$ cat src/rtl/wrrq_pkg.sv
// Package of the weighted round-robin run queue: codes, state and record types.
// Used by the top level and the port checker; depends on nothing.
package wrrq_pkg;

   // Operation carried in the request tuser.
   typedef enum logic [1:0] {
      OP_ENQUEUE = 2'd0,
      OP_DEQUEUE = 2'd1,
      OP_TICK    = 2'd2,
      OP_YIELD   = 2'd3
   } op_type;

   // Status carried in the response tuser.
   typedef enum logic [1:0] {
      ERR_NONE     = 2'd0,
      ERR_QUEUED   = 2'd1,
      ERR_UNQUEUED = 2'd2
   } err_type;

   // Register index taken from the word address.
   typedef enum logic {
      REG_FG_SLICE = 1'b0,
      REG_BG_SLICE = 1'b1
   } csr_reg_type;

   // Sequencer states.
   typedef enum logic [2:0] {
      ST_CLEAR,
      ST_IDLE,
      ST_EXEC,
      ST_WRITE1,
      ST_WRITE2,
      ST_PUSH
   } state_type;

   // Per-task record held in the task memory.
   typedef struct packed {
      logic        in_queue;
      logic        class_known;
      logic        is_background;
      logic [15:0] slice;
   } task_rec_type;

   localparam int unsigned FG_WEIGHT = 10;
   localparam int unsigned BG_WEIGHT = 1;

   localparam logic [15:0] FG_SLICE_RESET = 16'd100;
   localparam logic [15:0] BG_SLICE_RESET = 16'd10;

endpackage

$ cat src/rtl/wrrq_ram.sv
// Generic single-write, single-read synchronous RAM with a registered read.
// No dependencies.
module wrrq_ram #(
   parameter int WIDTH = 8,
   parameter int DEPTH = 64
) (
   input  logic                     clock,
   input  logic                     wr_en,
   input  logic [$clog2(DEPTH)-1:0] wr_addr,
   input  logic [WIDTH-1:0]         wr_data,
   input  logic                     rd_en,
   input  logic [$clog2(DEPTH)-1:0] rd_addr,
   output logic [WIDTH-1:0]         rd_data
);

   logic [WIDTH-1:0] mem_ff [DEPTH];
   logic [WIDTH-1:0] rd_data_ff;

   // Write port and registered read port.
   always_ff @(posedge clock) begin
      if (wr_en) begin
         mem_ff[wr_addr] <= wr_data;
      end
      if (rd_en) begin
         rd_data_ff <= mem_ff[rd_addr];
      end
   end

   assign rd_data = rd_data_ff;

endmodule

$ cat src/rtl/weighted_round_robin_run_queue_top.sv
// Weighted round-robin run queue. Each request item names an operation (enqueue at head or
// tail, dequeue, tick, yield) on one task, and each yields exactly one response item that
// reports the head task, the queue count, the weight sum, the reschedule flag, the addressed
// task's slice and an error code. The task records and the next and previous links live in
// three one-read one-write memories. An item is accepted only in the idle state; its task
// record and links are read in the accept cycle, the execute cycle updates the record and
// makes the first link writes, and because each link memory has one write port, an enqueue
// into a non-empty queue goes on to state WRITE1, and a move to the tail to WRITE1 and, when
// the task is not at the head, WRITE2 as well. An enqueue into an empty queue, a dequeue, a
// tick or yield without a move and an error need no further write state. The response is
// then loaded, or held back in PUSH while the previous response is still held. After reset
// a clearing pass over all MAX_TASKS entries zeroes the task memory before the first item is
// accepted; configuration writes are taken throughout.
// Depends on wrrq_pkg and wrrq_ram.
module weighted_round_robin_run_queue_top #(
   parameter int MAX_TASKS = 64
) (
   input  logic        clock,
   input  logic        reset,
   // Request channel.
   input  logic        req_tvalid,
   output logic        req_tready,
   input  logic [7:0]  req_tdata,   // task_id[5:0], background[6], to_head[7]
   input  logic [1:0]  req_tuser,   // operation[1:0]
   // Response channel.
   output logic        rsp_tvalid,
   input  logic        rsp_tready,
   // head_task[5:0], queue_empty[6], queued_count[13:7], weight_sum[23:14],
   // resched[24], slice_left[40:25], zero fill[47:41]
   output logic [47:0] rsp_tdata,
   output logic [1:0]  rsp_tuser,   // error[1:0]
   // Configuration port.
   input  logic        csr_psel,
   input  logic        csr_penable,
   input  logic        csr_pwrite,
   input  logic [2:0]  csr_paddr,
   input  logic [31:0] csr_pwdata,
   output logic [31:0] csr_prdata,
   output logic        csr_pready
);

   localparam int IDW = $clog2(MAX_TASKS);
   localparam int CW  = $clog2(MAX_TASKS + 1);
   localparam int WW  = $clog2(wrrq_pkg::FG_WEIGHT * MAX_TASKS + 1);
   localparam int RW  = $bits(wrrq_pkg::task_rec_type);

   typedef struct packed {
      logic           en;
      logic [IDW-1:0] addr;
      logic [IDW-1:0] data;
   } link_wr_type;

   // Sequencer and queue registers.
   wrrq_pkg::state_type state_ff, state_in;
   logic [IDW-1:0]      clear_addr_ff;
   logic [IDW-1:0]      head_ff, head_in;
   logic [IDW-1:0]      tail_ff, tail_in;
   logic [CW-1:0]       count_ff, count_in;
   logic [WW-1:0]       weight_ff, weight_in;
   logic [15:0]         fg_slice_ff, bg_slice_ff;

   // Latched request fields.
   wrrq_pkg::op_type    op_ff;
   logic [IDW-1:0]      task_ff;
   logic                id_ok_ff;
   logic                bg_ff;
   logic                to_head_ff;

   // Pending link writes for the later cycles.
   link_wr_type         nw1_ff, nw2_ff, pw1_ff;
   link_wr_type         nw0, nw1, nw2, pw0, pw1;

   // Result registers.
   logic [47:0]         result_ff, result_in;
   logic [1:0]          result_err_ff;
   logic                rsp_valid_ff;
   logic [47:0]         rsp_data_ff;
   logic [1:0]          rsp_user_ff;

   // Memory ports.
   logic                req_accept;
   logic [IDW-1:0]      req_index;
   logic                task_we;
   logic [IDW-1:0]      task_wa;
   logic [RW-1:0]       task_wd;
   logic [RW-1:0]       task_rd;
   link_wr_type         next_wr, prev_wr;
   logic [IDW-1:0]      next_rd, prev_rd;

   // Execute-cycle signals.
   wrrq_pkg::task_rec_type rec, rec_new;
   wrrq_pkg::err_type      err;
   logic                   rec_we;
   logic                   resched;
   logic                   move;
   logic                   multi;
   logic [15:0]            slice_dec;
   logic [15:0]            slice_out;
   logic [WW-1:0]          task_weight;
   logic                   out_free;
   logic                   rsp_load;
   logic                   csr_write;

   assign req_tready = (state_ff == wrrq_pkg::ST_IDLE);
   assign req_accept = req_tvalid && req_tready;
   assign req_index  = IDW'(req_tdata[5:0]);
   assign out_free   = !rsp_valid_ff || rsp_tready;

   // Configuration registers.
   assign csr_pready = 1'b1;
   assign csr_write  = csr_psel && csr_penable && csr_pwrite;

   always_ff @(posedge clock) begin
      if (reset) begin
         fg_slice_ff <= wrrq_pkg::FG_SLICE_RESET;
         bg_slice_ff <= wrrq_pkg::BG_SLICE_RESET;
      end else if (csr_write) begin
         unique case (wrrq_pkg::csr_reg_type'(csr_paddr[2]))
            wrrq_pkg::REG_FG_SLICE: fg_slice_ff <= csr_pwdata[15:0];
            wrrq_pkg::REG_BG_SLICE: bg_slice_ff <= csr_pwdata[15:0];
         endcase
      end
   end

   always_comb begin
      unique case (wrrq_pkg::csr_reg_type'(csr_paddr[2]))
         wrrq_pkg::REG_FG_SLICE: csr_prdata = {16'd0, fg_slice_ff};
         wrrq_pkg::REG_BG_SLICE: csr_prdata = {16'd0, bg_slice_ff};
      endcase
   end

   // Task records, next links and previous links.
   wrrq_ram #(.WIDTH(RW), .DEPTH(MAX_TASKS)) u_task_ram (
      .clock   (clock),
      .wr_en   (task_we),
      .wr_addr (task_wa),
      .wr_data (task_wd),
      .rd_en   (req_accept),
      .rd_addr (req_index),
      .rd_data (task_rd)
   );

   wrrq_ram #(.WIDTH(IDW), .DEPTH(MAX_TASKS)) u_next_ram (
      .clock   (clock),
      .wr_en   (next_wr.en),
      .wr_addr (next_wr.addr),
      .wr_data (next_wr.data),
      .rd_en   (req_accept),
      .rd_addr (req_index),
      .rd_data (next_rd)
   );

   wrrq_ram #(.WIDTH(IDW), .DEPTH(MAX_TASKS)) u_prev_ram (
      .clock   (clock),
      .wr_en   (prev_wr.en),
      .wr_addr (prev_wr.addr),
      .wr_data (prev_wr.data),
      .rd_en   (req_accept),
      .rd_addr (req_index),
      .rd_data (prev_rd)
   );

   // Latch the request fields when the item is accepted.
   always_ff @(posedge clock) begin
      if (req_accept) begin
         op_ff      <= wrrq_pkg::op_type'(req_tuser);
         task_ff    <= req_index;
         id_ok_ff   <= (32'(req_tdata[5:0]) < MAX_TASKS);
         bg_ff      <= req_tdata[6];
         to_head_ff <= req_tdata[7];
      end
   end

   // Execute: decide the record update, queue update and link writes.
   assign rec         = wrrq_pkg::task_rec_type'(task_rd);
   assign multi       = (count_ff > CW'(1));
   assign slice_dec   = rec.slice - 16'd1;
   assign task_weight = rec_new.is_background ? WW'(wrrq_pkg::BG_WEIGHT)
                                              : WW'(wrrq_pkg::FG_WEIGHT);

   always_comb begin
      err       = wrrq_pkg::ERR_NONE;
      rec_we    = 1'b0;
      rec_new   = rec;
      resched   = 1'b0;
      move      = 1'b0;
      head_in   = head_ff;
      tail_in   = tail_ff;
      count_in  = count_ff;
      weight_in = weight_ff;
      nw0       = '0;
      nw1       = '0;
      nw2       = '0;
      pw0       = '0;
      pw1       = '0;

      if (!id_ok_ff) begin
         err = wrrq_pkg::ERR_UNQUEUED;
      end else if (op_ff == wrrq_pkg::OP_ENQUEUE) begin
         if (rec.in_queue) begin
            err = wrrq_pkg::ERR_QUEUED;
         end else begin
            // Reload the slice when the class is new or has changed.
            rec_we           = 1'b1;
            rec_new.in_queue = 1'b1;
            if (!rec.class_known || (rec.is_background != bg_ff)) begin
               rec_new.class_known   = 1'b1;
               rec_new.is_background = bg_ff;
               rec_new.slice         = bg_ff ? bg_slice_ff : fg_slice_ff;
            end
            count_in  = count_ff + CW'(1);
            weight_in = weight_ff + task_weight;
            if (count_ff == '0) begin
               head_in = task_ff;
               tail_in = task_ff;
               nw0     = '{1'b1, task_ff, task_ff};
               pw0     = '{1'b1, task_ff, task_ff};
            end else if (to_head_ff) begin
               nw0     = '{1'b1, task_ff, head_ff};
               pw0     = '{1'b1, task_ff, task_ff};
               pw1     = '{1'b1, head_ff, task_ff};
               head_in = task_ff;
            end else begin
               pw0     = '{1'b1, task_ff, tail_ff};
               nw0     = '{1'b1, task_ff, task_ff};
               nw1     = '{1'b1, tail_ff, task_ff};
               tail_in = task_ff;
            end
         end
      end else if (!rec.in_queue) begin
         err = wrrq_pkg::ERR_UNQUEUED;
      end else begin
         unique case (op_ff)
            wrrq_pkg::OP_ENQUEUE: begin
            end
            wrrq_pkg::OP_DEQUEUE: begin
               // Unlink from anywhere in the queue.
               rec_we           = 1'b1;
               rec_new.in_queue = 1'b0;
               count_in         = count_ff - CW'(1);
               weight_in        = weight_ff - task_weight;
               if (task_ff == head_ff) begin
                  head_in = next_rd;
               end else begin
                  nw0 = '{1'b1, prev_rd, next_rd};
               end
               if (task_ff == tail_ff) begin
                  tail_in = prev_rd;
               end else begin
                  pw0 = '{1'b1, next_rd, prev_rd};
               end
            end
            wrrq_pkg::OP_TICK: begin
               // Count down; on expiry reload and move to the tail if others wait.
               rec_we = 1'b1;
               if (slice_dec == 16'd0) begin
                  rec_new.slice = rec.is_background ? bg_slice_ff : fg_slice_ff;
                  resched       = multi;
                  move          = multi && (task_ff != tail_ff);
               end else begin
                  rec_new.slice = slice_dec;
               end
            end
            wrrq_pkg::OP_YIELD: begin
               move = multi && (task_ff != tail_ff);
            end
         endcase
      end

      // Move to the tail: unlink, then link behind the old tail.
      if (move) begin
         if (task_ff == head_ff) begin
            head_in = next_rd;
         end else begin
            nw2 = '{1'b1, prev_rd, next_rd};
         end
         pw0     = '{1'b1, next_rd, prev_rd};
         nw0     = '{1'b1, tail_ff, task_ff};
         nw1     = '{1'b1, task_ff, task_ff};
         pw1     = '{1'b1, task_ff, tail_ff};
         tail_in = task_ff;
      end
   end

   // Result of the step.
   assign slice_out = (id_ok_ff && rec_new.class_known) ? rec_new.slice : 16'd0;
   assign result_in = {7'd0, slice_out, resched, 10'(weight_in), 7'(count_in),
                       (count_in == '0), (count_in != '0) ? 6'(head_in) : 6'd0};

   // Memory write port selection.
   always_comb begin
      task_we = 1'b0;
      task_wa = task_ff;
      task_wd = rec_new;
      next_wr = '0;
      prev_wr = '0;
      unique case (state_ff)
         wrrq_pkg::ST_CLEAR: begin
            task_we = 1'b1;
            task_wa = clear_addr_ff;
            task_wd = '0;
         end
         wrrq_pkg::ST_EXEC: begin
            task_we = rec_we;
            next_wr = nw0;
            prev_wr = pw0;
         end
         wrrq_pkg::ST_WRITE1: begin
            next_wr = nw1_ff;
            prev_wr = pw1_ff;
         end
         wrrq_pkg::ST_WRITE2: begin
            next_wr = nw2_ff;
         end
         wrrq_pkg::ST_IDLE, wrrq_pkg::ST_PUSH: begin
         end
         default: begin
         end
      endcase
   end

   // Sequencer next state and response load.
   always_comb begin
      state_in = state_ff;
      rsp_load = 1'b0;
      unique case (state_ff)
         wrrq_pkg::ST_CLEAR: begin
            if (clear_addr_ff == IDW'(MAX_TASKS - 1)) begin
               state_in = wrrq_pkg::ST_IDLE;
            end
         end
         wrrq_pkg::ST_IDLE: begin
            if (req_accept) begin
               state_in = wrrq_pkg::ST_EXEC;
            end
         end
         wrrq_pkg::ST_EXEC: begin
            if (nw1.en || pw1.en) begin
               state_in = wrrq_pkg::ST_WRITE1;
            end else begin
               rsp_load = out_free;
               state_in = out_free ? wrrq_pkg::ST_IDLE : wrrq_pkg::ST_PUSH;
            end
         end
         wrrq_pkg::ST_WRITE1: begin
            if (nw2_ff.en) begin
               state_in = wrrq_pkg::ST_WRITE2;
            end else begin
               rsp_load = out_free;
               state_in = out_free ? wrrq_pkg::ST_IDLE : wrrq_pkg::ST_PUSH;
            end
         end
         wrrq_pkg::ST_WRITE2, wrrq_pkg::ST_PUSH: begin
            rsp_load = out_free;
            state_in = out_free ? wrrq_pkg::ST_IDLE : wrrq_pkg::ST_PUSH;
         end
         default: begin
            state_in = wrrq_pkg::ST_IDLE;
         end
      endcase
   end

   // Control registers.
   always_ff @(posedge clock) begin
      if (reset) begin
         state_ff      <= wrrq_pkg::ST_CLEAR;
         clear_addr_ff <= '0;
         head_ff       <= '0;
         tail_ff       <= '0;
         count_ff      <= '0;
         weight_ff     <= '0;
         rsp_valid_ff  <= 1'b0;
      end else begin
         state_ff <= state_in;
         if (state_ff == wrrq_pkg::ST_CLEAR) begin
            clear_addr_ff <= clear_addr_ff + IDW'(1);
         end
         if (state_ff == wrrq_pkg::ST_EXEC) begin
            head_ff   <= head_in;
            tail_ff   <= tail_in;
            count_ff  <= count_in;
            weight_ff <= weight_in;
         end
         if (rsp_load) begin
            rsp_valid_ff <= 1'b1;
         end else if (rsp_tready) begin
            rsp_valid_ff <= 1'b0;
         end
      end
   end

   // Pending writes, held result and response payload.
   always_ff @(posedge clock) begin
      if (state_ff == wrrq_pkg::ST_EXEC) begin
         nw1_ff        <= nw1;
         nw2_ff        <= nw2;
         pw1_ff        <= pw1;
         result_ff     <= result_in;
         result_err_ff <= err;
      end
      if (rsp_load) begin
         if (state_ff == wrrq_pkg::ST_EXEC) begin
            rsp_data_ff <= result_in;
            rsp_user_ff <= err;
         end else begin
            rsp_data_ff <= result_ff;
            rsp_user_ff <= result_err_ff;
         end
      end
   end

   assign rsp_tvalid = rsp_valid_ff;
   assign rsp_tdata  = rsp_data_ff;
   assign rsp_tuser  = rsp_user_ff;

endmodule

$ cat config.mk
export PLATFORM = sky130hd
export DESIGN_NAME = weighted_round_robin_run_queue_top
export DESIGN_NICKNAME = d
export VERILOG_FILES = /design/src/rtl/wrrq_pkg.sv /design/src/rtl/wrrq_ram.sv /design/src/rtl/weighted_round_robin_run_queue_top.sv
export SDC_FILE = /design/constraint.sdc
export NUM_CORES = 2
export LEC_CHECK = 0
export BUFFER_PORTS_ARGS = -buffer_cell sky130_fd_sc_hd__buf_2
export CAP_MARGIN = 25
export CORE_AREA = 4 4 449 451
export CTS_CLUSTER_DIAMETER = 120
export CTS_CLUSTER_SIZE = 40
export DETAILED_ROUTE_END_ITERATION = 7
export DIE_AREA = 0 0 453 455
export GPL_ROUTABILITY_DRIVEN = 1
export PLACE_DENSITY_LB_ADDON = 0.12
export SLEW_MARGIN = 25
export SYNTH_ARGS = -nofsm -noshare
export SYNTH_HDL_FRONTEND = slang
export SYNTH_SLANG_ARGS = --single-unit
$ cat constraint.sdc
create_clock -name clock -period 8.91 [get_ports clock]
set_input_delay 1.782 -clock clock [delete_from_list [all_inputs] [get_ports clock]]
set_output_delay 1.782 -clock clock [all_outputs]
set_load 0.005 [all_outputs]
# Word level (Yosys, flattened, before mapping)
# Memories as Yosys holds them, arrays and structs flattened. A register that Yosys moved wholly into a read port is not among the register bits.
# Cells that the tools add are included.
# W data, S select, Z words.
dict set report word_totals {
  reg_bits 220
  mem_bits_rw 1984
  in_bits 52
  output_inout_bits 85
  wordCells 185
  mem_count 3
}
# name depth word_bits read_ports rd_clocked_by_memory_dff write_ports line_no
set memory_table {}
lappend memory_table {u_task_ram.mem_ff 64 19 1 1 1 wrrq_ram.sv:16} ;# logic [WIDTH-1:0] mem_ff [DEPTH];
lappend memory_table {u_next_ram.mem_ff 64 6 1 1 1 wrrq_ram.sv:16}
lappend memory_table {u_prev_ram.mem_ff 64 6 1 1 1 wrrq_ram.sv:16}
dict set report op_classes {
  add_sub_neg 6
  magnitude_cmp 1
  eq_ne 17
  n_mux 106
  bitwise_logic 1
  n_reduce_logical 25
}
# op n
set ops {}
lappend ops {{$mux W13} 22}
lappend ops {{$mux W6} 23}
lappend ops {{$mux W16} 7}
lappend ops {{$pmux W32 S2} 1}
lappend ops {{$mux W48} 1}
lappend ops {{$mux W10} 4}
lappend ops {{$pmux W13 S3} 1}
lappend ops {{$mux W18} 2}
lappend ops {{$mux W7} 4}
lappend ops {{$pmux W13 S2} 1}
lappend ops {{$mux W1} 25}
lappend ops {{$mux W19} 1}
lappend ops {{$logic_not A16 Y1} 1}
lappend ops {{$sub A16 B1 Y16 const B} 1}
lappend ops {{$mux W3} 5}
lappend ops {{$pmux W3 S5} 1}
lappend ops {{$logic_not A7 Y1} 2}
lappend ops {{$eq A6 B6 Y1} 2}
lappend ops {{$add A10 B4 Y10} 1}
lappend ops {{$sub A10 B4 Y10} 1}
lappend ops {{$reduce_bool A3 Y1} 3}
lappend ops {{$mux W2} 4}
lappend ops {{$add A7 B1 Y7 const B} 1}
lappend ops {{$gt A7 B1 Y1 const B} 1}
lappend ops {{other kinds (28)} 41}

# Longest topological paths before layout
dict set report logic_depth {
  word_depth 11
  ltp_mapped 17
  ltp_nobuf 15
}

# By module
# Synthesis repeated with hierarchy kept, for this count alone.
dict set report hier_totals {
  hier_cells 4766
  area_unflattened_um2 89183.0
}
# mod instances cells_each area_per_inst_um2 seq_area_each_um2
set by_module_without_submodules {}
lappend by_module_without_submodules {{wrrq_ram (u_task_ram)} 1 2113 47304.1 37085.6}
lappend by_module_without_submodules {{wrrq_ram (u_prev_ram)} 1 720 15285.9 11711.2}
lappend by_module_without_submodules {{wrrq_ram (u_next_ram)} 1 729 15265.9 11711.2}
lappend by_module_without_submodules {weighted_round_robin_run_queue_top 1 1204 11327.1 5395.2}

# Worst setup path before layout
# No wires, ideal clock.
dict set report synth_timing {
  path_kind {register -> register}
  from {reg u_task_ram.rd_data_ff[0] (netlist: u_task_ram.rd_data[0]), read port of u_task_ram.mem_ff}
  to {mem u_next_ram.mem_ff[0][0] in the netlist's numbering, data pin}
  setup_ns 0.702
  arrival_time_ns 5.616
  slack_ns 2.592
  path_stages_with_launch 13
  n_path_buf 1
  synth_period_minus_slack_ns 6.318
  cell_sequence {edfxtp_1 -> inv_1 -> ha_1 -> nor3b_2 -> a32o_1 -> a22oi_1 -> or4_1 -> buf_2 -> o41ai_4 -> nand2_1 -> o21ai_0 -> a221oi_1 -> o21ai_0}
}
# element line_no
set synth_rtl {}
lappend synth_rtl {{start, declared} wrrq_ram.sv:17} ;# logic [WIDTH-1:0] rd_data_ff;
lappend synth_rtl {{end, declared} wrrq_ram.sv:16}

# Worst setup path after layout
dict set report layout_timing {
  from {reg u_task_ram.rd_data_ff[0] (netlist: u_task_ram.rd_data[0]), read port of u_task_ram.mem_ff}
  to {mem u_next_ram.mem_ff[45][4] in the netlist's numbering (enable)}
}
dict set report layout_between {
  elab_chain_cells 10
}
# element line_no
set layout_lines {}
lappend layout_lines {{$sub A16 B1 Y16 (*)} weighted_round_robin_run_queue_top.sv:177} ;# assign slice_dec = rec.slice - 16'd1;
lappend layout_lines {{$logic_not A16 Y1 (*)} weighted_round_robin_run_queue_top.sv:256} ;# if (slice_dec == 16'd0) begin
lappend layout_lines {{$mux W1 (*)} weighted_round_robin_run_queue_top.sv:256}
lappend layout_lines {{$pmux W1 S2 (*)} weighted_round_robin_run_queue_top.sv:233} ;# unique case (op_ff)
lappend layout_lines {{$mux W1 (*)} weighted_round_robin_run_queue_top.sv:230} ;# end else if (!rec.in_queue) begin
lappend layout_lines {{$mux W1 (*)} weighted_round_robin_run_queue_top.sv:199} ;# end else if (op_ff == wrrq_pkg::OP_ENQUEUE) begin
lappend layout_lines {{$mux W13 (*)} weighted_round_robin_run_queue_top.sv:271} ;# if (move) begin
lappend layout_lines {{$pmux W13 S3 (*)} weighted_round_robin_run_queue_top.sv:297} ;# unique case (state_ff)
lappend layout_lines {{$mux W1} wrrq_ram.sv:21} ;# if (wr_en) begin
lappend layout_lines {{$mux W1 (implied by the code)} wrrq_ram.sv:22} ;# mem_ff[wr_addr] <= wr_data;
# Mark *: on every way between the ends. The rest lies on a longest branch, timed or not.

==> results.cfg <==
[yosys]
synthCells = 4322
synth.area.top_cells = edfxtp_1 (72%), mux4_2 (17%), dfxtp_1 (2.7%), nor2_1 (1.3%), nand2_1 (0.91%)
yosys.cell_count.top_type = edfxtp_1
synth_seq_area_share_pct = 74.6
synthFlopType = edfxtp_1
synth_common_cells = edfxtp_1 (2,114), mux4_2 (651), nor2_1 (299), nand2_1 (214), clkbuf_1 (172)
yosys.area.top_type = edfxtp_1
ys_types = 74
ys.warnings.count = 0
ys_ff_latch = 2235
async_reset_ff_share_pct = 0
synth.avg_cell_area_um2 = 20.4
synth-edff-count = 2114
synth_top_area_share_pct = 71.8
syn_area_um2 = 88400

[power_and_ir_drop]
leakage_nw = 23.8
seqPwrFrac_pct = 69.7
p_sw_share_pct = 20.2
switching_power_mw = 3.28
pwr_density_cell_nw_per_um2 = 172
power_frac_comb_pct = 2.9
clkPwrFrac_pct = 27.4
irDropWorstVdd_uv = 128
intPower_mw = 13.0

[cells_and_area]
layout-drive-gt1-share_pct = 25.2
final_cells = 7068
final_cell_area_um2 = 94800
area_growth_pct = 7.29
fin_nets = 4468
fin_util_pct = 48.1
fill_cells = 16200

[cts]
cts_resized = 0
clockRootBuffer = clkbuf_16
holdBufCountCts = 0
clk_latency_ns = 0.75
clock_sinks = 2235
cts.htree.levels = 3
cts_made_buffers = 66
clock_path_buffers = 3
cts_tree = yes
cts.clk_slew.worst_paths_ns = 0.14
cts_setup_buffers = 0

[setup_path]
path_cells = inv_1 -> ha_1 -> nor3b_2 -> a32o_1 -> a22oi_1 -> or4_1 -> o41ai_4 -> nand2_1 -> a221oi_2 -> nand3b_1 -> nor2_1
rr_startpoint = u_task_ram.rd_data[0]
cp-startpoint = u_task_ram.rd_data[0]
worstPathArrival_ns = 6.49
cp-end-kind = register
cp_slowest_cell = or4_1
critical_path_buf_inv_count = 1
cp_top_family = simple AND/OR/NAND/NOR gates
crit_type = reg -> reg
critPathMaxFanout = 17
slowest_delay_ns = 0.77
required_ns = 9.28
start_kind = register

[timing]
finClkSkew_ns = 0.0430
grt_setup_unrepaired = no
hold_violations = 0
relSlewSlack_pct = 29.4
setup_tns_ns = 0
tightestPinTransition_ns = 1.05
finalSetupViolCount = 0
period_minus_slack_ns = 6.12
timing.final.crit_share_pct = 68.6
drv_slew = 0
fmax_mhz = 164

[die]
die_width_um = 453
io_pins = 137
rows = 163
start_util_pct = 44.8
die_h_um = 455
die_area_um2 = 206000
core-area_um2 = 197000

[placement]
dp.cells = 6967
place.gp.congestion = 0.828
placed_cell_area_um2 = 92900
port_buffers = 101
place_hpwl_um = 124000

[grt]
grt_usage_pct = 20.7
grt_overflow_total = 0
antenna_found_initial = 11
grt_max_degree = 115
grt_pass1_vias = 42000
grt_pass1_wl_um = 310000

[detailed_routing]
routed_wl_um = 215000
ant_nets = 0
initialDrtViolationCount = 4848
vias_per_cell = 5.97
routedWlPerCell_um = 30.4
drc_errors = 0
num_vias = 42200
dr.pass1.iters = 5

[worst_hold_path]
min_from = result_err_ff[1]
hp-class = reg -> reg

[outcome]
outcome = completed

[job]
maxCapViolCount = 0
cell type report:
type	instances	area (µm²)	share of cell area [%]
diodes	4	10.0	0.0106
clock buffers	90	1810	1.90
clock inverters	6	67.6	0.0713
inverters	29	109	0.115
multi-input cells	1826	21900	23.1
flip-flops and latches	2235	65900	69.5
well taps	2640	3300	3.48
repair buffers	238	1720	1.81
per-stage QoR:
| stage | total power, mW | setup slack (ns) | hold WS, ns |
|---|---|---|---|
| global placement | 12.1 | 2.97 | 0.436 |
| detailed placement | 12.1 | 2.94 | 0.431 |
| CTS | 16.5 | 2.88 | 0.459 |
| global route | 16.8 | 2.47 | 0.490 |
| finish | 16.3 | 2.79 | 0.462 |
| floorplan | 11.9 | 2.59 | 0.414 |
state kept, by name, indices dropped and copies added (netlist names), 16 cells and up:
name                count
rsp_tdata              48
fg_slice_ff            16
u_prev_ram.mem_ff     384
bg_slice_ff            16
u_next_ram.mem_ff     384
result_ff              48
u_task_ram.rd_data     19
u_task_ram.mem_ff    1216
routing by layer:
metal  up-vias  share of wire (%)  GRT usage [%]
met3       155                6.2           2.53
met2      1295                 47           32.2
li1      17700                  -              -
met1     23000                 46           32.2
met4         0                1.6           3.65
met5         -                  0              0
worst register-to-register path, cell delays in order (launching register included):
cell and delay (ns):
edfxtp_1 0.55, inv_1 0.10, ha_1 0.22, nor3b_2 0.42, a32o_1 0.24, a22oi_1 0.08
or4_1 0.77, o41ai_4 0.65, nand2_1 0.54, a221oi_2 0.63, nand3b_1 0.76, nor2_1 0.78
power groups by stage:
| stage | Clock, mW | Combinational, mW | Sequential [mW] |
|---|---|---|---|
| finish | 4.46 | 0.470 | 11.4 |
| global route | 4.95 | 0.503 | 11.4 |
| CTS | 4.62 | 0.485 | 11.4 |
| detailed placement | 0 | 0.484 | 11.6 |
| global placement | 0 | 0.484 | 11.6 |
| floorplan | 0 | 0.327 | 11.6 |
kinds of logic (layout without fill, tap and decap cells):
family                   Yosys count  count (layout)  synth area share, %
buffers and inverters            276             363                 1.26
flip-flops                      2235            2235                 74.6
XOR/XNOR                          49              49                0.486
AO/OA/AOI/OAI                    317             317                 2.39
multiplexers                     727             727                 17.5
other                              2              21              0.00850
adder cells (fa/ha/maj)           20              20                0.300
AND/OR/NAND/NOR                  696             696                 3.48
final timing paths:
check	slack, ns	endpoint	cells past startpoint
worst max-delay path	2.79	u_next_ram.mem_ff[45][4]	11
worst min register to register	0.46	result_err_ff[1]	2
worst min-delay path	0.46	result_err_ff[1]	2
worst max register to register	2.79	u_next_ram.mem_ff[45][4]	11
placed cells by master, fill, tap and decap left out, drive strengths merged, types with 18 or more instances in the layout:
master  synthesis  routed
mux4          651     651
nand3          42      42
nor2b          20      20
edfxtp       2114    2114
xor2           30      30
nor2          301     301
dfxtp         121     121
ha             18      18
clkbuf        172      90
xnor2          19      19
buf            75     238
o21ai          92      92
nand2         214     214
mux2i          52      52
and2           20      20
a22o           33      33
inv            29      35
a21oi          74      74
mux2           24      24
No activity file was read; power rests on OpenSTA's default activity.
